<file path="config.mk">
export PLATFORM = sky130hd
export DESIGN_NAME = fdb_ram
export DESIGN_NICKNAME = d
export VERILOG_FILES = /design/src/sv/finite_difference_bvp_solver_top_defines.svh /design/src/sv/fdb_ram.sv
export SDC_FILE = /design/constraint.sdc
export NUM_CORES = 2
export LEC_CHECK = 0
export BUFFER_PORTS_ARGS = -buffer_cell sky130_fd_sc_hd__buf_2
export CAP_MARGIN = 20
export CORE_MARGIN = 5
export CORE_UTILIZATION = 50
export CTS_CLUSTER_SIZE = 12
export DETAILED_ROUTE_END_ITERATION = 10
export GPL_TIMING_DRIVEN = 1
export HOLD_SLACK_MARGIN = 0.06
export PLACE_DENSITY = 0.73
export SYNTH_ARGS = -nofsm -noshare
export SYNTH_HDL_FRONTEND = slang
export SYNTH_SLANG_ARGS = --single-unit
</file>
<file path="constraint.sdc">
create_clock -name clk_i -period 5.4 [get_ports clk_i]
set_input_delay 0 -clock clk_i [delete_from_list [all_inputs] [get_ports clk_i]]
set_output_delay 0 -clock clk_i [all_outputs]
set_load 0.01 [all_outputs]
</file>
<file path="src/sv/finite_difference_bvp_solver_top_defines.svh">
// ----------------------------------------------------------------------------
// finite_difference_bvp_solver_top_defines
// Assertion macros for the finite-difference BVP solver.
// ----------------------------------------------------------------------------
`ifndef FINITE_DIFFERENCE_BVP_SOLVER_TOP_DEFINES_SVH
`define FINITE_DIFFERENCE_BVP_SOLVER_TOP_DEFINES_SVH
`ifndef SYNTHESIS
`define FDB_ASSERT(label, clk, rst_n, prop, msg) \
  label: assert property (@(posedge clk) disable iff (!rst_n) prop) else $error(msg);
`define FDB_ASSERT_NEVER(label, clk, rst_n, cond, msg) \
  label: assert property (@(posedge clk) disable iff (!rst_n) !(cond)) else $error(msg);
`else
`define FDB_ASSERT(label, clk, rst_n, prop, msg)
`define FDB_ASSERT_NEVER(label, clk, rst_n, cond, msg)
`endif
`endif

</file>
<file path="src/sv/fdb_ram.sv">
// ----------------------------------------------------------------------------
// fdb_ram
// Single-port-write, single-read synchronous RAM, registered read.
// ----------------------------------------------------------------------------
module fdb_ram #(
  parameter int Width = 32,
  parameter int Depth = 64
) (
  input  logic                     clk_i,
  input  logic                     we_i,
  input  logic [$clog2(Depth)-1:0] waddr_i,
  input  logic [Width-1:0]         wdata_i,
  input  logic [$clog2(Depth)-1:0] raddr_i,
  output logic [Width-1:0]         rdata_o
);
  logic [Width-1:0] mem_q [Depth];
  always_ff @(posedge clk_i) begin
    if (we_i) mem_q[waddr_i] <= wdata_i;
    rdata_o <= mem_q[raddr_i];
  end
endmodule

</file>
Yosys cells after proc, flatten, opt, wreduce, memory -nomap -nowiden
Memories as Yosys holds them, arrays and structs flattened. A register that Yosys moved wholly into a read port is not among the register bits.
Index checks and enable logic that the tools add are counted.

operators by class
  reductions and logical operators = 0
  $lt $le $gt $ge = 0
  eq/ne operators = 0
  shift operators = 0
  divide/modulo/power cells = 0
  multipliers = 0
  $add $sub $neg = 0
  bitwise operators = 0
  mux-type cells = 2

operators with widths
  kind               count
  two-way mux 1 bit  2

word-level totals
  memory bits (read-only) = 0
  register bits = 0
  input bits = 46
  bits in latches = 0
  memories kept = 1
  RAM bits = 2048
  output and inout bits = 32
  word-level logic and storage cells = 3

memories
  memory  depth  width  read ports  clocked after Yosys merged registers in  wr ports  RTL line       text
  mem_q   64     32     1           1                                        1         fdb_ram.sv:16  logic [Width-1:0] mem_q [Depth];

Longest topological paths before layout
  word-level depth = 2
  gate-level depth with buffers = 10
  mapped depth without buffers = 5

Worst setup path before layout
OpenSTA, ideal clock, no wires.

  path type = input -> register
  start point = in waddr_i[3]
  end point = mem mem_q[48][0], enable pin
  required time = 4.939 ns
  setup time = 0.461 ns
  arrival = 2.699 ns
  stages on the path = 4
  buffers on the path = 1
  path slack = 2.240 ns
  path through = clkbuf_1 -> nor2b_1 -> nand4b_1 -> nor3_1

RTL lines
  what         RTL line       text
  from (decl)  fdb_ram.sv:11  input logic [$clog2(Depth)-1:0] waddr_i,
  to (decl)    fdb_ram.sv:16

Straight into the memory's write port.

Worst setup path in the final report
  start point = in waddr_i[2]
  end point = mem mem_q[61][24], enable pin

Straight into the memory's write port.

==> metrics list <==
- Simple-gate portion of the synthesized area: 1.265%
* Share of the yosys chip area belonging to registers: 79.14%
- Maximum achievable frequency: 365.7 MHz
* Cell count after synthesis: 3,324
* Congestion Overflow GR: 0
* Compound-gate portion of the synthesized area: 1.673%
* Post-synthesis share of cell area spent on full adders, half adders and majority gates: 0%
- Of the post-synthesis cell area, the part taken by muxes is 16.79%.
* Count of max-cap constraint violations: 0
* Worst Tran Pin Value: 1175 ps
- After clock tree synthesis, the clock-pin slew on the worst setup and hold paths is 60 ps.
* Clock tree from TritonCTS: built
- The number of gates resized after CTS was 0.
- DIE HEIGHT: 406.3 um
- TritonCTS created 203 clock buffers.
- The flow ran to the end, and the final reports show no timing, DRC or antenna violations.
- Count of routing violations after the opening detailed-route iteration: 5,626
- During synthesis, Yosys emitted a total of 0 warnings.
* Die X: 406.3 um
* Number of max-slew violations in the final report: 0
* Total length of routed wires: 195,100 um
- The number of global-route vias before repair came to 37,690.
- Summed over all instances, the cell type with the most area after synthesis is sky130_fd_sc_hd__edfxtp_1.
- For the worst-skew pair, the clock arrives at the later sink with an insertion delay of 820 ps.
- Hold violation total from the final report: 0
- Type of the worst setup path: in -> reg
* Final total power: 32.76 mW
* Clock sink count: 2,080
* Count of hold-fix buffers inserted at cts: 39
- Leaving out fill and tap cells, the most frequent cells in the layout are 2,048 x sky130_fd_sc_hd__edfxtp_1, 544 x sky130_fd_sc_hd__mux4_2, 208 x sky130_fd_sc_hd__clkbuf_16, 107 x sky130_fd_sc_hd__clkbuf_1, 93 x sky130_fd_sc_hd__mux2i_1.
- In this run the tightest slew margin relative to its limit is 21.50%.
* Finish-stage setup viols: 0
- Most common library cell in the layout ignoring fill and taps: sky130_fd_sc_hd__edfxtp_1
- For this run, design rule violations remaining after detail routing come to 0.
- Data on the critical path is required at its endpoint by 5890 ps.
- Summed over its instances, the top area cell type makes up 78.33% of the synthesized netlist area.
- WL/cell: 33.60 um
- Using the TritonRoute via totals, the vias-per-cell ratio works out to 6.446.
- Entering global routing, the biggest net connects 126 pins.
- Number of distinct library cell variants in the gate-level netlist after synthesis: 34
- Buffer count from post-CTS setup fixing: 0
* Number of nets at the end of the flow: 3,634
* Worst Path Arrival: 3220 ps
* Total via count after detailed routing: 37,430
* Final Critical Period: 2734 ps
* Buffer cell driving the clock tree root: sky130_fd_sc_hd__clkbuf_16
- The longest clock path from root to sink contains 3 buffers.
- STA classifies the critical path endpoint as a register.
- In this run the worst hold path is classified as in -> reg.
* Peak supply drop: 0.3880 mV
* Number of levels the H-tree was split into: 4
- Total number of placement rows: 145
* Post-synthesis xor/xnor area fraction: 0%
- The synthesized netlist occupies a cell area of 78,520 um^2.
- Post-synthesis net count: 3,370
- The first global-routing pass estimated 278,900 um of wire.
- Layout overhead on the synthesized area: 13.40%
- Clock skew after layout: 27.32 ps
* Core Box Area: 156,200 um^2
* # port buffers: 77
* Flip-flop and latch count after synthesis: 2,080
- For this design the static power due to leakage is 27.61 nW.
- Once detail routing completed, the nets flagged for antenna violations numbered 0.
* Power per cell area: 368.0 nW/um^2
* Tightest hold margin: 69.46 ps
* Largest family of logic cells by synthesized area: multiplexers
* Final estimated routing congestion in global placement: 0.7854
* 1st-pass router iterations: 5
- Along the worst path, the maximum fanout reaches 19.
- Counting the fill cells in the layout gives 10,870.
- Setup repair after global routing left no endpoint under its margin.
- For this design the top-level I/O count stands at 78.
* Initial antenna violation count: 17
* Starting Density: 50.26%
- Kind of start point of the critical path: input port
- Synth top area cells: sky130_fd_sc_hd__edfxtp_1 78%, sky130_fd_sc_hd__mux4_2 16%, sky130_fd_sc_hd__mux2i_1 1.2%
- For this run, the total global-route usage over all layers was measured as 23.98%.
- In the final layout, the share of cells above drive strength 1 is 28.32%.
* DPL Wire Length: 105,200 um
* Final TNS setup: 0 ps
- Synthesized area per cell: 23.62 um^2
- The floorplan step defined a die boundary enclosing 165,100 um^2.
- Dividing the final minimum period by the clock period gives 50.64%.
final timing paths:
kind	startpoint	to	slack [ps]	depth (start not counted)
setup / recovery	waddr_i[2]	mem_q[61][24]$_DFFE_PP_	2670	6
hold / removal	wdata_i[22]	mem_q[26][22]$_DFFE_PP_	70	2
setup reg to reg	mem_q[47][11]$_DFFE_PP_	rdata_o[11]$_DFF_P_	2980	5
hold reg to reg	mem_q[13][8]$_DFFE_PP_	rdata_o[8]$_DFF_P_	830	4
synthesized netlist by cell type:
master / number
sky130_fd_sc_hd__nor2b_1: 15
sky130_fd_sc_hd__a22oi_1: 12
sky130_fd_sc_hd__a41o_1: 4
sky130_fd_sc_hd__o32ai_1: 4
sky130_fd_sc_hd__a31oi_1: 1
sky130_fd_sc_hd__or2_0: 1
sky130_fd_sc_hd__nor3_1: 7
sky130_fd_sc_hd__buf_2: 57
sky130_fd_sc_hd__buf_6: 5
sky130_fd_sc_hd__clkbuf_1: 74
sky130_fd_sc_hd__or2_2: 1
sky130_fd_sc_hd__o221ai_1: 27
sky130_fd_sc_hd__dfxtp_1: 32
sky130_fd_sc_hd__nor2_1: 137
sky130_fd_sc_hd__nand2_1: 26
sky130_fd_sc_hd__and2_1: 2
sky130_fd_sc_hd__nand2b_1: 8
sky130_fd_sc_hd__and3_1: 4
sky130_fd_sc_hd__edfxtp_1: 2048
sky130_fd_sc_hd__or2_1: 1
sky130_fd_sc_hd__nand3b_1: 5
sky130_fd_sc_hd__nand4_1: 2
sky130_fd_sc_hd__nand4b_1: 1
sky130_fd_sc_hd__nand3_1: 5
sky130_fd_sc_hd__or3b_1: 2
sky130_fd_sc_hd__mux4_2: 544
sky130_fd_sc_hd__a21oi_1: 62
sky130_fd_sc_hd__buf_1: 21
sky130_fd_sc_hd__buf_4: 25
sky130_fd_sc_hd__or3b_2: 3
sky130_fd_sc_hd__a311oi_1: 8
sky130_fd_sc_hd__o22ai_1: 84
sky130_fd_sc_hd__or3_1: 3
sky130_fd_sc_hd__mux2i_1: 93
area by class of cell:
type                            instances  area, um^2  area share, %
Clock buffer                          333        5854          6.576
Multi-Input combinational cell       1062       15970          17.94
Sequential cell                      2080       62140          69.79
Tap cell                             2058        2575          2.892
Timing Repair Buffer                  241        2213          2.486
Clock inverter                         30       270.3         0.3035
Antenna cell                            3       7.507       0.008432
registers in the layout, summed over array words and instances (netlist names):
register / count
mem_q: 2048
rdata_o: 32
cells by family after synthesis:
group	Yosys count
flip-flops	2080
multiplexers	637
AND/OR/NAND/NOR	223
AO/OA/AOI/OAI	202
buffers and inverters	182
routing by layer:
layer / part of all wire, % / wire, um / global-route usage, % / vias up
met5: 0.036 / 70 / 0 / -
met2: 49 / 94700 / 38.12 / 2411
met1: 37 / 71540 / 32.97 / 19840
met4: 3.6 / 7055 / 8.437 / 10
met3: 11 / 21760 / 5.801 / 356
li1: - / - / - / 14810
worst max-delay path, stage by stage:
cell and delay, ps:
sky130_fd_sc_hd__dlygate4sd3_1 600, sky130_fd_sc_hd__buf_2 250, sky130_fd_sc_hd__nor2b_1 190, sky130_fd_sc_hd__nand3_1 580, sky130_fd_sc_hd__nor2_4 1100, sky130_fd_sc_hd__buf_4 460
per-stage QoR:
step	util [%]	std cells	setup WS, ps	instance area [um^2]
floorplan	-	3324	2240	78520
global placement	52.51	5379	2054	82020
detailed placement	52.53	5381	2038	82060
CTS	56.70	5783	2743	88580
global route	56.99	5805	2631	89030
finish	57.00	5807	2666	89030
power breakdown:
group | total, mW | leakage (nW) | switching (mW) | internal (mW)
Combinational | 1.61 | 5.96 | 0.980 | 0.632
Sequential | 18.0 | 18.7 | 0.0778 | 17.9
Clock | 13.2 | 2.95 | 5.71 | 7.49
Total | 32.8 | 27.6 | 6.76 | 26.0
Note: power is estimated with default switching activity, not from simulation.
