**config.mk**
```make
export PLATFORM = sky130hd
export DESIGN_NAME = fdb_div
export DESIGN_NICKNAME = d
export VERILOG_FILES = /design/src/sv/fdb_pkg.sv /design/src/sv/fdb_div.sv
export VERILOG_INCLUDE_DIRS = /design/src /design/src/sv
export SDC_FILE = /design/constraint.sdc
export NUM_CORES = 1
export LEC_CHECK = 0
export ABC_AREA = 1
export BUFFER_PORTS_ARGS = -buffer_cell sky130_fd_sc_hd__buf_2
export CAP_MARGIN = 5
export CORE_MARGIN = 4
export CORE_UTILIZATION = 55
export DETAILED_ROUTE_END_ITERATION = 8
export PLACE_DENSITY = 0.84
export SETUP_SLACK_MARGIN = 0.15
export SYNTH_ARGS = -nofsm -noshare
export SYNTH_HDL_FRONTEND = slang
export SYNTH_SLANG_ARGS = --single-unit
```
**constraint.sdc**
```tcl
create_clock -name clk_i -period 11.61 [get_ports clk_i]
set_input_delay 0.5805 -clock clk_i [delete_from_list [all_inputs] [get_ports clk_i]]
set_output_delay 0.5805 -clock clk_i [all_outputs]
set_load 0.03 [all_outputs]
```
**src/sv/finite_difference_bvp_solver_top_defines.svh**
```systemverilog
// ----------------------------------------------------------------------------
// finite_difference_bvp_solver_top_defines
// Assertion macros for the finite-difference BVP solver.
// ----------------------------------------------------------------------------
`ifndef FINITE_DIFFERENCE_BVP_SOLVER_TOP_DEFINES_SVH
`define FINITE_DIFFERENCE_BVP_SOLVER_TOP_DEFINES_SVH
`ifndef SYNTHESIS
`define FDB_ASSERT(label, clk, rst_n, prop, msg) \
  label: assert property (@(posedge clk) disable iff (!rst_n) prop) else $error(msg);
`define FDB_ASSERT_NEVER(label, clk, rst_n, cond, msg) \
  label: assert property (@(posedge clk) disable iff (!rst_n) !(cond)) else $error(msg);
`else
`define FDB_ASSERT(label, clk, rst_n, prop, msg)
`define FDB_ASSERT_NEVER(label, clk, rst_n, cond, msg)
`endif
`endif

```
**src/sv/fdb_pkg.sv**
```systemverilog
// ----------------------------------------------------------------------------
// fdb_pkg
// Shared constants, types and fixed-point helpers of the BVP solver.
// ----------------------------------------------------------------------------
package fdb_pkg;
  localparam int MaxIntervals = 63;
  localparam int FracBits     = 24;
  localparam int IdxW         = 6;
  localparam int DataW        = 32;

  localparam logic [0:0] CfgIdxGrid = 1'b0;
  localparam logic [0:0] CfgIdxOffd = 1'b1;

  // Channel payloads
  typedef struct packed {
    logic [0:0]       idx;
    logic [DataW-1:0] val;
  } cfg_item_t;

  typedef struct packed {
    logic signed [DataW-1:0] left_boundary;
    logic signed [DataW-1:0] right_boundary;
  } bvp_item_t;

  typedef struct packed {
    logic [IdxW-1:0]         point_index;
    logic signed [DataW-1:0] grid_position;
    logic signed [DataW-1:0] solution_value;
    logic                    last_point;
  } grid_point_t;

  typedef struct packed {
    logic                    start;
    logic signed [DataW-1:0] num;
    logic signed [DataW-1:0] den;
  } div_req_t;

  typedef struct packed {
    logic                    done;
    logic signed [DataW-1:0] quo;
  } div_rsp_t;

  function automatic logic signed [31:0] sat64(input logic signed [65:0] v);
    if (v > 66'sd2147483647) return 32'sh7fffffff;
    if (v < -66'sd2147483648) return 32'sh80000000;
    return v[31:0];
  endfunction

  function automatic logic signed [31:0] fx_add(input logic signed [31:0] a,
                                                input logic signed [31:0] b);
    return sat64(66'(a) + 66'(b));
  endfunction

  function automatic logic signed [31:0] fx_sub(input logic signed [31:0] a,
                                                input logic signed [31:0] b);
    return sat64(66'(a) - 66'(b));
  endfunction

  // Rounds to nearest, ties toward +inf: floor((p + half) / 2^F).
  function automatic logic signed [31:0] fx_round(input logic signed [63:0] p,
                                                  input int unsigned f);
    logic signed [65:0] r;
    r = (66'(p) + (66'sd1 <<< (f - 1))) >>> f;
    return sat64(r);
  endfunction
endpackage

```
**src/sv/fdb_div.sv**
```systemverilog
// ----------------------------------------------------------------------------
// fdb_div
// Restoring fixed-point divider, one quotient bit per cycle.
// ----------------------------------------------------------------------------
`include "finite_difference_bvp_solver_top_defines.svh"
module fdb_div #(
  parameter int FracBits = fdb_pkg::FracBits
) (
  input  logic              clk_i,
  input  logic              rst_ni,
  input  fdb_pkg::div_req_t req_i,
  output fdb_pkg::div_rsp_t rsp_o
);
  import fdb_pkg::*;
  localparam int NumW = DataW + FracBits + 1;
  localparam int CntW = $clog2(NumW + 1);

  logic            busy_q, busy_d;
  logic [CntW-1:0] cnt_q, cnt_d;
  logic [NumW-1:0] num_q, num_d;
  logic [DataW:0]  den_q, den_d;
  logic [DataW+1:0] rem_q, rem_d;
  logic            neg_q, neg_d;
  logic            done_q, done_d;
  logic signed [DataW-1:0] quo_q, quo_d;
  logic [DataW:0]  un, ud;
  logic [DataW+1:0] trial;
  logic [NumW:0]   qf;

  always_comb begin
    busy_d = busy_q; cnt_d = cnt_q; num_d = num_q; den_d = den_q;
    rem_d = rem_q; neg_d = neg_q; done_d = 1'b0; quo_d = quo_q;
    un = req_i.num[DataW-1] ? (DataW+1)'(-33'(req_i.num)) : (DataW+1)'(req_i.num);
    ud = req_i.den[DataW-1] ? (DataW+1)'(-33'(req_i.den)) : (DataW+1)'(req_i.den);
    trial = {rem_q[DataW:0], num_q[NumW-1]} - {1'b0, den_q};
    qf = '0;
    if (req_i.start) begin
      if (req_i.den == '0) begin
        done_d = 1'b1;
        quo_d  = req_i.num[DataW-1] ? 32'sh80000000 : 32'sh7fffffff;
      end else begin
        busy_d = 1'b1; cnt_d = CntW'(NumW);
        // numerator scaled by 2^F, plus half the divisor folded in as
        // doubled numerator: compute q2 = floor(2n*2^F/d), q=(q2+1)>>1
        num_d = NumW'({un, FracBits'(0)}) << 1;
        den_d = ud; rem_d = '0;
        neg_d = req_i.num[DataW-1] ^ req_i.den[DataW-1];
        quo_d = '0;
      end
    end else if (busy_q) begin
      if (!trial[DataW+1]) rem_d = trial;
      else rem_d = {rem_q[DataW:0], num_q[NumW-1]};
      num_d = {num_q[NumW-2:0], ~trial[DataW+1]};
      cnt_d = cnt_q - 1'b1;
      if (cnt_q == CntW'(1)) begin
        busy_d = 1'b0; done_d = 1'b1;
        qf = ((NumW+1)'(num_d) + 1'b1) >> 1;
        if (neg_q) begin
          if (qf > (NumW+1)'(64'h80000000)) quo_d = 32'sh80000000;
          else quo_d = DataW'(-qf);
        end else begin
          if (qf > (NumW+1)'(64'h7fffffff)) quo_d = 32'sh7fffffff;
          else quo_d = DataW'(qf);
        end
      end
    end
  end

  always_ff @(posedge clk_i or negedge rst_ni) begin
    if (!rst_ni) begin
      busy_q <= 1'b0; cnt_q <= '0; done_q <= 1'b0;
    end else begin
      busy_q <= busy_d; cnt_q <= cnt_d; done_q <= done_d;
    end
  end
  always_ff @(posedge clk_i) begin
    num_q <= num_d; den_q <= den_d; rem_q <= rem_d; neg_q <= neg_d; quo_q <= quo_d;
  end

  assign rsp_o.done = done_q;
  assign rsp_o.quo  = quo_q;

  `FDB_ASSERT(a_div_no_restart, clk_i, rst_ni, busy_q |-> !req_i.start, "divider restarted while busy")
  `FDB_ASSERT_NEVER(a_div_done_busy, clk_i, rst_ni, done_q && busy_q, "done while busy")
  `FDB_ASSERT(a_div_cnt, clk_i, rst_ni, busy_q |-> cnt_q != '0, "busy with zero count")
endmodule

```
# Word level (Yosys, flattened, before mapping)
# Cells that the tools add are included.
# word_totals
inputBits,67
register_bits,164
wordCells,56
# classes
add_sub_neg,6
magnitude_cmp,2
eq_ne,2
n_bitwise,3
n_reduce_logical,6
muxes,28
# op_table
operator,n
32-bit 2-to-1 mux,9
57-bit 2-to-1 mux,3
33-bit 2-to-1 mux,4
32-bit negation,2
"57-bit by 1-bit adder with 58-bit output, second input constant",1
"57-bit by 31-bit > comparator with 1-bit output, second input constant",1
"57-bit by 32-bit > comparator with 1-bit output, second input constant",1
34-bit by 33-bit subtractor with 34-bit output,1
32-bit negation with 33-bit output,1
32-bit zero test,1
31-bit 2-to-1 mux,1
6-bit 2-to-1 mux,3
1-bit 2-to-1 mux,8
"6-bit by 1-bit equality test with 1-bit output, second input constant",1
2-bit AND reduction,3
"6-bit by 1-bit subtractor with 6-bit output, second input constant",1
2-bit nonzero test,2
"2-bit inequality test, second input constant",1
1-bit inverter,2
1-bit XOR,1

# Depth between registers and ports, before layout
# depth
depth_word,9
depth_mapped,44
ltp_nobuf,39

# Worst setup path after synthesis
# OpenSTA, ideal clock, no wires.
# synth_path
kind,input port to flip-flop
start,input req_i[0] in the netlist's numbering
end,register cnt_q[4]
required_ns,11.479
path_stages,13
slack_ns,6.050
setup_time_ns,0.131
t_arrival_ns,5.429
path_cell_list,inv_1 ha_1 inv_1 nor3_1 nand4_1 nor4_1 nor2_1 nor2_1 inv_1 nand2_1 or2_2 o21ai_0 nand3_1
# synth_via
elab_chain_len,3
# synth_lines
element,line,rtl
"start, declared",fdb_div.sv:11,"input fdb_pkg::div_req_t req_i,"
32-bit zero test,fdb_div.sv:38,if (req_i.den == '0) begin
2-bit inequality test (no line),-,
2-bit AND reduction (no line),-,
"end signal, assigned",fdb_div.sv:73,busy_q <= busy_d; cnt_q <= cnt_d; done_q <= done_d;
"end, declared",fdb_div.sv:19,"logic [CntW-1:0] cnt_q, cnt_d;"
# Every way passes these cells.
# A chain may end at the register's enable or synchronous reset.

# Final worst setup path
# layout_path
start,register rem_q[1]
end,"register quo_q[25], data pin"
# layout_via
elab_chain_len,9
word_cells_on_any_way,12
classes_between,add/sub: 3; order compare: 2; mux: 6; bitwise: 1
# layout_lines
element,line,rtl
"start, declared",fdb_div.sv:22,"logic [DataW+1:0] rem_q, rem_d;"
"start signal, assigned",fdb_div.sv:77,num_q <= num_d; den_q <= den_d; rem_q <= rem_d; neg_q <= neg_d; quo_q <= quo_d;
34-bit by 33-bit subtractor with 34-bit output *,fdb_div.sv:35,"trial = {rem_q[DataW:0], num_q[NumW-1]} - {1'b0, den_q};"
1-bit inverter *,fdb_div.sv:53,"num_d = {num_q[NumW-2:0], ~trial[DataW+1]};"
57-bit by 1-bit adder with 58-bit output *,fdb_div.sv:57,qf = ((NumW+1)'(num_d) + 1'b1) >> 1;
57-bit by 31-bit > comparator with 1-bit output (tied with other cells),fdb_div.sv:62,if (qf > (NumW+1)'(64'h7fffffff)) quo_d = 32'sh7fffffff;
"32-bit 2-to-1 mux, on equally long branches","fdb_div.sv:62, fdb_div.sv:59",
32-bit 2-to-1 mux *,fdb_div.sv:58,if (neg_q) begin
32-bit 2-to-1 mux *,fdb_div.sv:55,if (cnt_q == CntW'(1)) begin
32-bit 2-to-1 mux *,fdb_div.sv:50,end else if (busy_q) begin
32-bit 2-to-1 mux *,fdb_div.sv:37,if (req_i.start) begin
named net quo_d[25],fdb_div.sv:25,"logic signed [DataW-1:0] quo_q, quo_d;"
"end signal, assigned",fdb_div.sv:77,
"end, declared",fdb_div.sv:25,
# The timed path passes the listed nets; every way through them passes the cells marked *. The select of a mux whose other input is x is not followed.

==> impl_metrics.ini <==
[clock_network]
cts_setup_buffers = 0
numCtsBuffers = 17
cts_resized = 0
cts_tree = done
clk_pin_slew_ns = 0.07
cts.path.max_buffers = 2
clk_latency_ns = 0.43
cts-root-buf = clkbuf_16
htreeDepth = 4
cts.sinks = 164

[flow_run]
maxCapViolations = 0

[synthesis]
synth_top_area_share = 0.349
synth_edf_count = 156
synth-warning-count = 0
synth_nets = 1995
synthDistinctLibCells = 51
synth_top_area_cell = edfxtp_1
synthCells = 1887
synthArstFlopShare = 0.0488
synthFlopType = edfxtp_1
syn_area_per_cell_um2 = 7.12
syn_area_um2 = 13400
yosys-top-cells-area = edfxtp_1 35%, nand2_1 13%, nor2_1 7.2%
synth_seq_cells = 164
ys_seq_area_frac = 0.364

[global_routing]
grt_max_degree = 105
grt_overflow_total = 0
grt_pass1_vias = 12000
grt_pass1_wl_um = 63100
grt.total_usage = 0.294
antenna_found_initial = 0

[critical_path]
arrival_ns = 5.51
worstSetupEndpoint = quo_q[25]
r2r_end = quo_q[25]
r2r_start = rem_q[1]
end_kind = flip-flop
criticalPathCategory = flip-flop to flip-flop
cp-startpoint = rem_q[1]
critPathSlowestCell = nand2_2
ff2ff_setup_slack_ns = 6.24
critPathRequiredTime_ns = 11.75
cp-start-kind = flip-flop
cpMostUsedCell = nand2_1
max_stage_delay_ns = 0.45
path_max_fanout = 31
r2r_cells = 30

[detailed_routing]
ant_nets = 0
drt-initial-drc-count = 1574
wl_per_cell_um = 17.2
drtPass1Iterations = 6
wirelength_um = 39400
drc_errors = 0
via_per_inst = 5.67
vias = 13000

[cells_and_area]
area.growth.synth_to_final_pct = 9.56
regArea_um2 = 4880
finalNetCount = 2073
fill_cells = 2165
final_util = 0.620
antenna_cells = 0
multiInputGateArea_um2 = 7380
drive_gt1_frac = 0.0996

[sta]
worst_pin_slew_ns = 1.22
clock.fmax_ghz = 0.186
hold_viol_final = 0
setup_viol = 0
fin_crit_ns = 5.37
maxSlewHeadroom = 0.183
drv_slew = 0
setup_slack_ns = 6.24
min_period_over_period = 0.462
rsz0062_at_grt = false
setup_tns_ns = 0
clock-skew-final_ns = 0.0121

[floorplan]
die-area_um2 = 27000
initial_core_util = 0.566
io_pins = 100
die_y_um = 164
coreArea_um2 = 23800
rows = 56
die_w_um = 164

[placement]
port_buffers = 99
dpl.hpwl_um = 30100
gp_congestion = 1.01
post-place-ws_ns = 6.30

[power_and_ir_drop]
p_leak_nw = 6.47
total_power_w = 0.00255
ir_drop_uv = 141
pwr_density_cell_nw_per_um2 = 173

[min_path]
hp-class = input pin to flip-flop

[status]
outcome = completed
cells in the mapped netlist (3+ instances only):
master,n
a21o_1,3
o21bai_1,4
xor2_1,77
nor3b_1,7
nand3b_1,5
nor2_4,4
a21oi_1,84
edfxtp_1,156
xnor2_1,42
or2_2,5
nand2_1,458
buf_6,6
a31oi_1,6
nor3_1,58
buf_2,3
nand2_2,16
o31ai_1,5
nand3_1,121
nor2_1,257
o21ai_1,14
nand3_2,6
a211oi_1,6
dfrtp_1,8
ha_1,40
buf_4,3
inv_2,7
nor4_1,14
nand4_1,55
inv_1,239
nor2_2,11
clkbuf_1,36
o21ai_0,108
cell families after synthesis:
kind of cell / Yosys count / share of synthesized area
buffers and inverters: 297 / 0.0875
flip-flops: 164 / 0.364
XOR/XNOR: 119 / 0.0776
other: 1 / 0.000279
adder cells (fa/ha/maj): 41 / 0.0387
AND/OR/NAND/NOR: 1028 / 0.339
AO/OA/AOI/OAI: 237 / 0.0937
worst max-delay path: cells and delay by family (launching register included):
family                     cells  cell delay, ns
xor gates and xnor gates       1            0.16
and+or+nand+nor               27            3.88
DFF                            1            0.40
adders and majority gates      2            0.57
sequential cells by signal, summed over array words and instances, names as in the netlist:
register and flops:
neg_q 1, rem_q 33, done_q 1, quo_q 32, cnt_q 6, num_q 57, den_q 33, busy_q 1
layout make-up:
cell class | instances | share of cell area
sequential | 164 | 0.332
tap | 319 | 0.0271
clock inverter | 13 | 0.00850
multi-input combinational | 1426 | 0.502
clock buffer | 18 | 0.0292
inverter | 248 | 0.0633
timing repair buffer | 108 | 0.0384
timing repair:
action,4_1_cts,5_1_grt
endpoints found under the hold margin,8,0
endpoints found under the setup margin,0,0
hold buffers,1,0
power by group:
group	internal [W]	switching (W)
sequential	0.000795	0.0000763
clock	0.000298	0.000256
combinational	0.000368	0.000753
total	0.00146	0.00108
worst min-delay path by stage:
stage / start / to / depth (start not counted)
2_1_floorplan: rst_ni / busy_q / 0
3_3_place_gp: rst_ni / cnt_q[1] / 1
3_5_place_dp: rst_ni / cnt_q[0] / 1
4_1_cts: req_i[0] / den_q[0] / 1
5_1_grt: req_i[0] / den_q[0] / 1
6_report: req_i[0] / den_q[0] / 1
layer usage:
metal | part of all wire | global-route usage
met3 | 0.099 | 0.0487
met4 | 0.019 | 0.0770
met1 | 0.45 | 0.435
met2 | 0.44 | 0.449
met5 | 0 | 0
layout by cell type (no fill, tap or decap), drive strengths merged, types with 2 or more instances in the layout:
cell | netlist | routed
edfxtp | 156 | 156
nand3b | 5 | 5
o31ai | 5 | 5
ha | 40 | 40
nand3 | 129 | 129
o211ai | 2 | 2
o21bai | 4 | 4
nor3 | 59 | 59
xnor2 | 42 | 42
clkinvlp | 0 | 2
a31oi | 6 | 6
buf | 13 | 107
a21oi | 85 | 85
o21ai | 122 | 122
xor2 | 77 | 77
nor3b | 7 | 7
clkbuf | 36 | 18
clkinv | 2 | 8
a211oi | 6 | 6
dfrtp | 8 | 8
nand2 | 475 | 475
nor4 | 17 | 17
nor2 | 272 | 272
inv | 246 | 250
or2 | 6 | 6
nand4 | 56 | 56
a21o | 3 | 3
per-stage QoR:
step,instances,hold WS (ns),area [um2]
global placement,2264,0.430,14200
finish,2296,0.364,14700
CTS,2296,0.354,14700
global route,2296,0.358,14700
detailed placement,2264,0.430,14200
floorplan,1887,0.285,13400
Note: power is estimated with default switching activity, not from simulation.
